**src/rtl/core/es2dt_pkg.sv**
```systemverilog
// Shared types, constants and calendar helpers for the epoch to date/time converter.
package es2dt_pkg;

  localparam int unsigned SecsPerDay  = 86400;
  localparam int unsigned SecsPerHour = 3600;
  localparam int unsigned SecsPerMin  = 60;
  localparam int unsigned DaysCommon  = 365;
  localparam int unsigned FirstYear   = 1970;
  localparam int unsigned CenturyNoLeap = 2100;

  localparam int unsigned InW    = 32;
  localparam int unsigned RemW   = 17;
  localparam int unsigned DaysW  = 16;
  localparam int unsigned YearW  = 12;
  localparam int unsigned MonW   = 4;
  localparam int unsigned DayW   = 5;
  localparam int unsigned HourW  = 5;
  localparam int unsigned MinW   = 6;
  localparam int unsigned SecW   = 6;
  localparam int unsigned OutDataW = 40;

  // floor(x / d) = (x * R) >> S over the full operand range
  localparam logic [25:0] DayRecip  = 26'd50903317;  // x = secs >> 7, d = 675, S = 35
  localparam logic [13:0] HourRecip = 14'd9321;      // x = tod >> 4,  d = 225, S = 21
  localparam logic [10:0] MinRecip  = 11'd1093;      // x = rem >> 2,  d = 15,  S = 14

  localparam logic [MonW-1:0] LastMonIdx = 4'd11;
  localparam logic [MonW-1:0] FebIdx     = 4'd1;

  typedef struct packed {
    logic load_in;
    logic day_quo;
    logic day_rem;
    logic hour_quo;
    logic hour_rem;
    logic min_quo;
    logic min_rem;
    logic yr_step;
    logic mo_step;
    logic out_load;
  } cmd_t;

  typedef struct packed {
    logic yr_fits;
    logic mo_fits;
  } stat_t;

  function automatic logic [DayW-1:0] month_len(input logic [MonW-1:0] idx,
                                                 input logic leap);
    logic [DayW-1:0] len;
    case (idx)
      4'd0, 4'd2, 4'd4, 4'd6, 4'd7, 4'd9, 4'd11: len = 5'd31;
      4'd3, 4'd5, 4'd8, 4'd10:                   len = 5'd30;
      FebIdx:                                    len = leap ? 5'd29 : 5'd28;
      default:                                   len = 5'd31;
    endcase
    return len;
  endfunction

endpackage

```
**src/rtl/core/es2dt_dpath.sv**
```systemverilog
// Datapath: reciprocal dividers, year/month stepping and result register.
module es2dt_dpath (
  input  logic                              clk,
  input  logic [es2dt_pkg::InW-1:0]         in_data,
  input  es2dt_pkg::cmd_t                   cmd,
  output es2dt_pkg::stat_t                  stat,
  output logic [es2dt_pkg::OutDataW-1:0]    out_data
);
  import es2dt_pkg::*;

  logic [InW-1:0]      secs_r, secs_nxt;
  logic [RemW-1:0]     rem_r, rem_nxt;
  logic [DaysW-1:0]    days_r, days_nxt;
  logic [YearW-1:0]    year_r, year_nxt;
  logic [MonW-1:0]     mon_r, mon_nxt;
  logic [HourW-1:0]    hour_r, hour_nxt;
  logic [MinW-1:0]     min_r, min_nxt;
  logic [SecW-1:0]     sec_r, sec_nxt;
  logic [OutDataW-1:0] out_r, out_nxt;

  logic [50:0]     day_prod;
  logic [26:0]     hour_prod;
  logic [20:0]     min_prod;
  logic [RemW-1:0] day_back;
  logic [11:0]     hour_back;
  logic [SecW-1:0] min_back;
  logic            leap;
  logic [8:0]      ylen;
  logic [DayW-1:0] mlen;
  logic [DayW-1:0] day_of_mon;

  assign day_prod  = 51'(secs_r[InW-1:7]) * 51'(DayRecip);
  assign hour_prod = 27'(rem_r[RemW-1:4]) * 27'(HourRecip);
  assign min_prod  = 21'(rem_r[11:2]) * 21'(MinRecip);

  // multiply back modulo the width of the field each product is subtracted from
  assign day_back  = RemW'(days_r) * RemW'(SecsPerDay);
  assign hour_back = 12'(hour_r) * 12'(SecsPerHour);
  assign min_back  = SecW'(min_r) * SecW'(SecsPerMin);

  assign leap = (year_r[1:0] == 2'b00) && (year_r != YearW'(CenturyNoLeap));
  assign ylen = 9'(DaysCommon) + {8'd0, leap};
  assign mlen = month_len(mon_r, leap);
  assign day_of_mon = days_r[DayW-1:0] + 5'd1;

  assign stat.yr_fits  = days_r >= {7'd0, ylen};
  assign stat.mo_fits  = (mon_r != LastMonIdx) && (days_r >= {11'd0, mlen});

  always_comb begin
    secs_nxt = secs_r;
    rem_nxt  = rem_r;
    days_nxt = days_r;
    year_nxt = year_r;
    mon_nxt  = mon_r;
    hour_nxt = hour_r;
    min_nxt  = min_r;
    sec_nxt  = sec_r;
    out_nxt  = out_r;
    if (cmd.load_in) begin
      secs_nxt = in_data;
      year_nxt = YearW'(FirstYear);
      mon_nxt  = '0;
    end
    if (cmd.day_quo) begin
      days_nxt = day_prod[50:35];
    end
    if (cmd.day_rem) begin
      rem_nxt = secs_r[RemW-1:0] - day_back;
    end
    if (cmd.hour_quo) begin
      hour_nxt = hour_prod[25:21];
    end
    if (cmd.hour_rem) begin
      rem_nxt = {5'd0, rem_r[11:0] - hour_back};
    end
    if (cmd.min_quo) begin
      min_nxt = min_prod[19:14];
    end
    if (cmd.min_rem) begin
      sec_nxt = rem_r[SecW-1:0] - min_back;
    end
    if (cmd.yr_step) begin
      days_nxt = days_r - {7'd0, ylen};
      year_nxt = year_r + 1'b1;
    end
    if (cmd.mo_step) begin
      days_nxt = days_r - {11'd0, mlen};
      mon_nxt  = mon_r + 1'b1;
    end
    if (cmd.out_load) begin
      out_nxt = {2'b00, sec_r, min_r, hour_r, day_of_mon, mon_r + 4'd1, year_r};
    end
  end

  always_ff @(posedge clk) begin
    secs_r <= secs_nxt;
    rem_r  <= rem_nxt;
    days_r <= days_nxt;
    year_r <= year_nxt;
    mon_r  <= mon_nxt;
    hour_r <= hour_nxt;
    min_r  <= min_nxt;
    sec_r  <= sec_nxt;
    out_r  <= out_nxt;
  end

  assign out_data = out_r;

endmodule

```
**src/rtl/core/es2dt_ctrl.sv**
```systemverilog
// Controller: sequences division, year and month steps, and owns the output handshake.
module es2dt_ctrl (
  input  logic              clk,
  input  logic              rst_n,
  input  logic              in_tvalid,
  output logic              in_tready,
  output logic              out_tvalid,
  input  logic              out_tready,
  input  es2dt_pkg::stat_t  stat,
  output es2dt_pkg::cmd_t   cmd
);
  import es2dt_pkg::*;

  typedef enum logic [3:0] {
    S_IDLE,
    S_DDAY,
    S_HSET,
    S_DHOUR,
    S_MSET,
    S_DMIN,
    S_SSET,
    S_YEAR,
    S_MONTH,
    S_DONE
  } state_t;

  state_t state_r, state_nxt;
  logic   out_valid_r, out_valid_nxt;

  always_comb begin
    state_nxt = state_r;
    cmd       = '0;
    case (state_r)
      S_IDLE: begin
        if (in_tvalid) begin
          cmd.load_in = 1'b1;
          state_nxt   = S_DDAY;
        end
      end
      S_DDAY: begin
        cmd.day_quo = 1'b1;
        state_nxt   = S_HSET;
      end
      S_HSET: begin
        cmd.day_rem = 1'b1;
        state_nxt   = S_DHOUR;
      end
      S_DHOUR: begin
        cmd.hour_quo = 1'b1;
        state_nxt    = S_MSET;
      end
      S_MSET: begin
        cmd.hour_rem = 1'b1;
        state_nxt    = S_DMIN;
      end
      S_DMIN: begin
        cmd.min_quo = 1'b1;
        state_nxt   = S_SSET;
      end
      S_SSET: begin
        cmd.min_rem = 1'b1;
        state_nxt   = S_YEAR;
      end
      S_YEAR: begin
        if (stat.yr_fits) cmd.yr_step = 1'b1;
        else state_nxt = S_MONTH;
      end
      S_MONTH: begin
        if (stat.mo_fits) cmd.mo_step = 1'b1;
        else state_nxt = S_DONE;
      end
      S_DONE: begin
        if (!out_valid_r || out_tready) begin
          cmd.out_load = 1'b1;
          state_nxt    = S_IDLE;
        end
      end
      default: state_nxt = S_IDLE;
    endcase
    out_valid_nxt = cmd.out_load | (out_valid_r & ~out_tready);
  end

  always_ff @(posedge clk) begin
    if (!rst_n) begin
      state_r     <= S_IDLE;
      out_valid_r <= 1'b0;
    end else begin
      state_r     <= state_nxt;
      out_valid_r <= out_valid_nxt;
    end
  end

  assign in_tready  = (state_r == S_IDLE);
  assign out_tvalid = out_valid_r;

endmodule

```
**src/rtl/core/epoch_seconds_to_date_time.sv**
```systemverilog
// Top level: unsigned epoch seconds in, UTC calendar date and time of day out.
//
// One beat in gives one beat out. After the accepting edge the controller runs the division
// states DDAY, HSET, DHOUR, MSET, DMIN and SSET, then YEAR and MONTH until no whole year or
// month is left, and then DONE, which loads the result register. The whole years past 1970
// plus the whole months past January in the last year are at most 146 (December 2105). The
// three divisions (by 86400, 3600 and 60) are each a reciprocal multiply and a multiply-back
// subtract, each step in a state of its own, and the year and month reductions step one year
// or one month a cycle. One item is in work at a time and input ready returns the cycle after
// the result is loaded. A finished result waits in the output register while the next beat is
// accepted; if it still waits when the next conversion ends, the block holds.
module epoch_seconds_to_date_time (
  input  logic        clk,
  input  logic        rst_n,
  input  logic        in_tvalid,
  output logic        in_tready,
  input  logic [31:0] in_tdata,   // [31:0] epoch_seconds
  output logic        out_tvalid,
  input  logic        out_tready,
  output logic [39:0] out_tdata   // [11:0] cal_year, [15:12] cal_month, [20:16] cal_day,
                                  // [25:21] hour_of_day, [31:26] minute_of_hour,
                                  // [37:32] second_of_minute, [39:38] zero
);
  import es2dt_pkg::*;

  cmd_t  cmd;
  stat_t stat;

  es2dt_ctrl u_ctrl (
    .clk        (clk),
    .rst_n      (rst_n),
    .in_tvalid  (in_tvalid),
    .in_tready  (in_tready),
    .out_tvalid (out_tvalid),
    .out_tready (out_tready),
    .stat       (stat),
    .cmd        (cmd)
  );

  es2dt_dpath u_dpath (
    .clk      (clk),
    .in_data  (in_tdata),
    .cmd      (cmd),
    .stat     (stat),
    .out_data (out_tdata)
  );

endmodule

```
**config.mk**
```make
export PLATFORM = sky130hd
export DESIGN_NAME = epoch_seconds_to_date_time
export DESIGN_NICKNAME = d
export VERILOG_FILES = /design/src/rtl/core/es2dt_pkg.sv /design/src/rtl/core/es2dt_dpath.sv /design/src/rtl/core/es2dt_ctrl.sv /design/src/rtl/core/epoch_seconds_to_date_time.sv
export SDC_FILE = /design/constraint.sdc
export NUM_CORES = 1
export LEC_CHECK = 0
export BUFFER_PORTS_ARGS = -buffer_cell sky130_fd_sc_hd__clkbuf_2
export CORE_ASPECT_RATIO = 0.6
export CORE_UTILIZATION = 55
export DETAILED_ROUTE_END_ITERATION = 7
export PLACE_DENSITY = 0.73
export SYNTH_ARGS = -nofsm -noshare
export SYNTH_HDL_FRONTEND = slang
export SYNTH_SLANG_ARGS = --single-unit
```
**constraint.sdc**
```tcl
create_clock -name clk -period 9.5 [get_ports clk]
set_input_delay 0.95 -clock clk [delete_from_list [all_inputs] [get_ports clk]]
set_output_delay 0.95 -clock clk [all_outputs]
set_load 0.05 [all_outputs]
```
==> impl_metrics.tcl <==
set metrics [dict create \
    period_minus_slack_ns 7.80 \
    root_buffer "clkbuf_16" \
    multi_input_area_um2 14400 \
    portBuffers 75 \
    die_x_um 251 \
    crit_path_start_kind "register" \
    grt_usage_pct 28.1 \
    cts_setup_buffers 0 \
    worst-path-max-fanout 8 \
    numCtsBuffers 17 \
    worst_pin_slew_ns 1.23 \
    setup_violations 0 \
    dp_hpwl_um 41500 \
    drive_above_1_share_pct 6.33 \
    finClkSkew_ns 0.0155 \
    vias 14349 \
    first_pass_iters 5 \
    syn_area_per_cell_um2 10.3 \
    rsz0062_at_grt "no" \
    synth_enable_flop_cells 131 \
    synth_cells 1998 \
    gp_congestion 0.959 \
    cts_sinks 141 \
    fin_area_um2 22000 \
    row_count 54 \
    layout_common_cells "488 x inv_1, 467 x ha_1, 228 x fa_1" \
    ioPinCount 78 \
    design.core.area_um2 36500 \
    crit_type "reg -> reg" \
    worstPathRequired_ns 9.69 \
    crit_slowest_cell "a2111oi_0" \
    yosys_warnings 0 \
    routedWlPerCell_um 19.6 \
    slew_headroom_pct 16.1 \
    crit_chain "fa_1 > ha_1 > inv_1 > fa_1 > fa_1 > inv_1 > fa_1 > inv_1 > fa_1 > inv_1 > fa_1 > ha_1 > a21oi_1 > o21ai_0 > a2111oi_0 > a211oi_1 > or2_2 > o311ai_0 > a21oi_1" \
    grt-ovfl-total 0 \
    synthSimpleGateAreaFrac_pct 6.84 \
    die-area_um2 38000 \
    num_antenna_cells 0 \
    synth_seq_area_share_pct 20.2 \
    synth_top_family_by_area "adder cells" \
    grt_pass1_wl_um 80900 \
    path_common_cell "fa_1" \
    hp-class "reg -> reg" \
    hold_buffers 0 \
    route.detailed.drc 0 \
    synth_xor_area_share_pct 3.38 \
    synthArstFlopShare_pct 0 \
    antenna_found_initial 0 \
    n_fill_cell 3046 \
    synth_cell_types 73 \
    synthAdderAreaFrac_pct 50.8 \
    clock.fmax_ghz 0.128 \
    syn_to_final_growth_pct 7.34 \
    synth-compound-area-share_pct 9.15 \
    ctsResizeCount 0 \
    drv_cap 0 \
    start_util_pct 56.1 \
    crit_path_end_kind "register" \
    hold_viol_final 0 \
    grt_pass1_vias 14814 \
    fp.dieH_um 151 \
    critPathMaxStageDelay_ns 1.08 \
    synth-seq-cells 141 \
    path_clk_slew_ns 0.08 \
    placed_area_um2 21400 \
    viasPerCell 5.61 \
    crit_arrival_ns 7.99 \
    finalCritPeriodShare_pct 82.1 \
    cts_tree "done" \
    fin_setup_tns_ns 0 \
    status "completed" \
    muxShareOfSynthArea_pct 0.0489 \
    ys.flop_type "edfxtp_1" \
    h-tree-depth 4 \
    final_nets 2802 \
    drtIter0Drc 961 \
    clockBufferDepth 2 \
    ant_nets 0 \
    wl_um 50200 \
    layout_commonest_cell "inv_1" \
    slew_violations 0 \
    clk_latency_ns 0.47 \
    syn-cell-area_um2 20500 \
    grt_max_degree 39 \
    regArea_um2 4130 \
]
==> state kept, by name (all words and copies together), names as in the netlist <==
name,cells
u_dpath.year_r,12
u_dpath.hour_r,5
u_dpath.secs_r,32
u_dpath.out_data,38
u_ctrl.out_tvalid,1
u_dpath.days_r,16
u_dpath.min_r,6
u_dpath.sec_r,6
u_ctrl.state_r,4
u_dpath.mon_r,4
u_dpath.rem_r,17
==> path summary, 6_finish.rpt <==
check | startpoint | endpoint | slack (ns) | cells past startpoint
setup / recovery | u_dpath.secs_r[28] | u_dpath.days_r[10] | 1.70 | 19
setup reg to reg | u_dpath.secs_r[28] | u_dpath.days_r[10] | 1.70 | 19
hold / removal | u_dpath.min_r[4] | u_dpath.out_data[30] | 0.42 | 0
hold reg to reg | u_dpath.min_r[4] | u_dpath.out_data[30] | 0.42 | 0
==> through the flow <==
| step | setup WS [ns] | utilization [%] | std cells | hold WS [ns] |
|---|---|---|---|---|
| 5_1_grt | 1.40 | 60.3 | 2560 | 0.431 |
| 3_5_place_dp | 2.04 | 58.6 | 2528 | 0.405 |
| 4_1_cts | 2.01 | 60.3 | 2560 | 0.421 |
| 2_1_floorplan | 3.15 | - | 1999 | 0.400 |
| 6_report | 1.70 | 60.3 | 2560 | 0.420 |
| 3_3_place_gp | 2.17 | 58.6 | 2528 | 0.402 |
==> worst max-delay path, delay by kind of cell, from the launching register on <==
family | cells | cell delay, ns
DFF | 1 | 0.75
adders and majority gates | 8 | 3.76
AOI/OAI and AO/OA | 6 | 2.36
and+or+nand+nor | 1 | 0.41
buffers and inverters | 4 | 0.22
==> final cells by class <==
cell class	count	area share (%)
inverters	488	8.33
repair buffers	80	1.88
clock inverters	15	0.774
clock buffers	17	1.94
well taps	476	2.71
flip-flops and latches	141	18.8
multi-input cells	1343	65.6
==> kinds of logic (layout without fill, tap and decap cells) <==
family,Yosys count,after routing
buf+inv,515,600
xor+xnor,79,79
other cells,1,2
mux,1,1
simple gates,275,275
fa+ha+maj,695,695
flops,141,141
compound gates,291,291
==> Yosys cell counts, drive strengths merged, types with 7 or more instances <==
cell type | n | share of area [%]
o21a | 10 | 0.37
nor3 | 20 | 0.49
a221oi | 7 | 0.30
o21bai | 7 | 0.26
or3 | 7 | 0.31
nand2b | 15 | 0.46
nor4 | 7 | 0.29
clkbuf | 17 | 0.31
nor2 | 63 | 1.2
inv | 488 | 8.9
a31oi | 12 | 0.37
a21o | 32 | 1.2
edfxtp | 131 | 19
xnor2 | 55 | 2.4
xor2 | 24 | 1.0
nand3 | 24 | 0.59
buf | 10 | 0.30
fa | 228 | 22
ha | 467 | 29
o21ai | 62 | 1.6
nand2 | 70 | 1.3
dfxtp | 10 | 0.98
o22ai | 10 | 0.31
o31ai | 7 | 0.26
nor2b | 15 | 0.46
a21oi | 85 | 2.1
and2 | 14 | 0.43
nand4 | 17 | 0.52
==> per-layer routing <==
layer  wire, um  share of wire, %  GRT usage (%)  vias up
li1           -                 -              -     6794
met1      25000                50           42.2     7097
met2      20100                40           39.6      422
met3       4530               9.0           9.02       36
met4        558               1.1           5.30        0
met5          0                 0              0        -
Power is left out: the tool's default activity adds up to more than one toggle a clock period on the data nets, which glitch-free logic cannot reach.
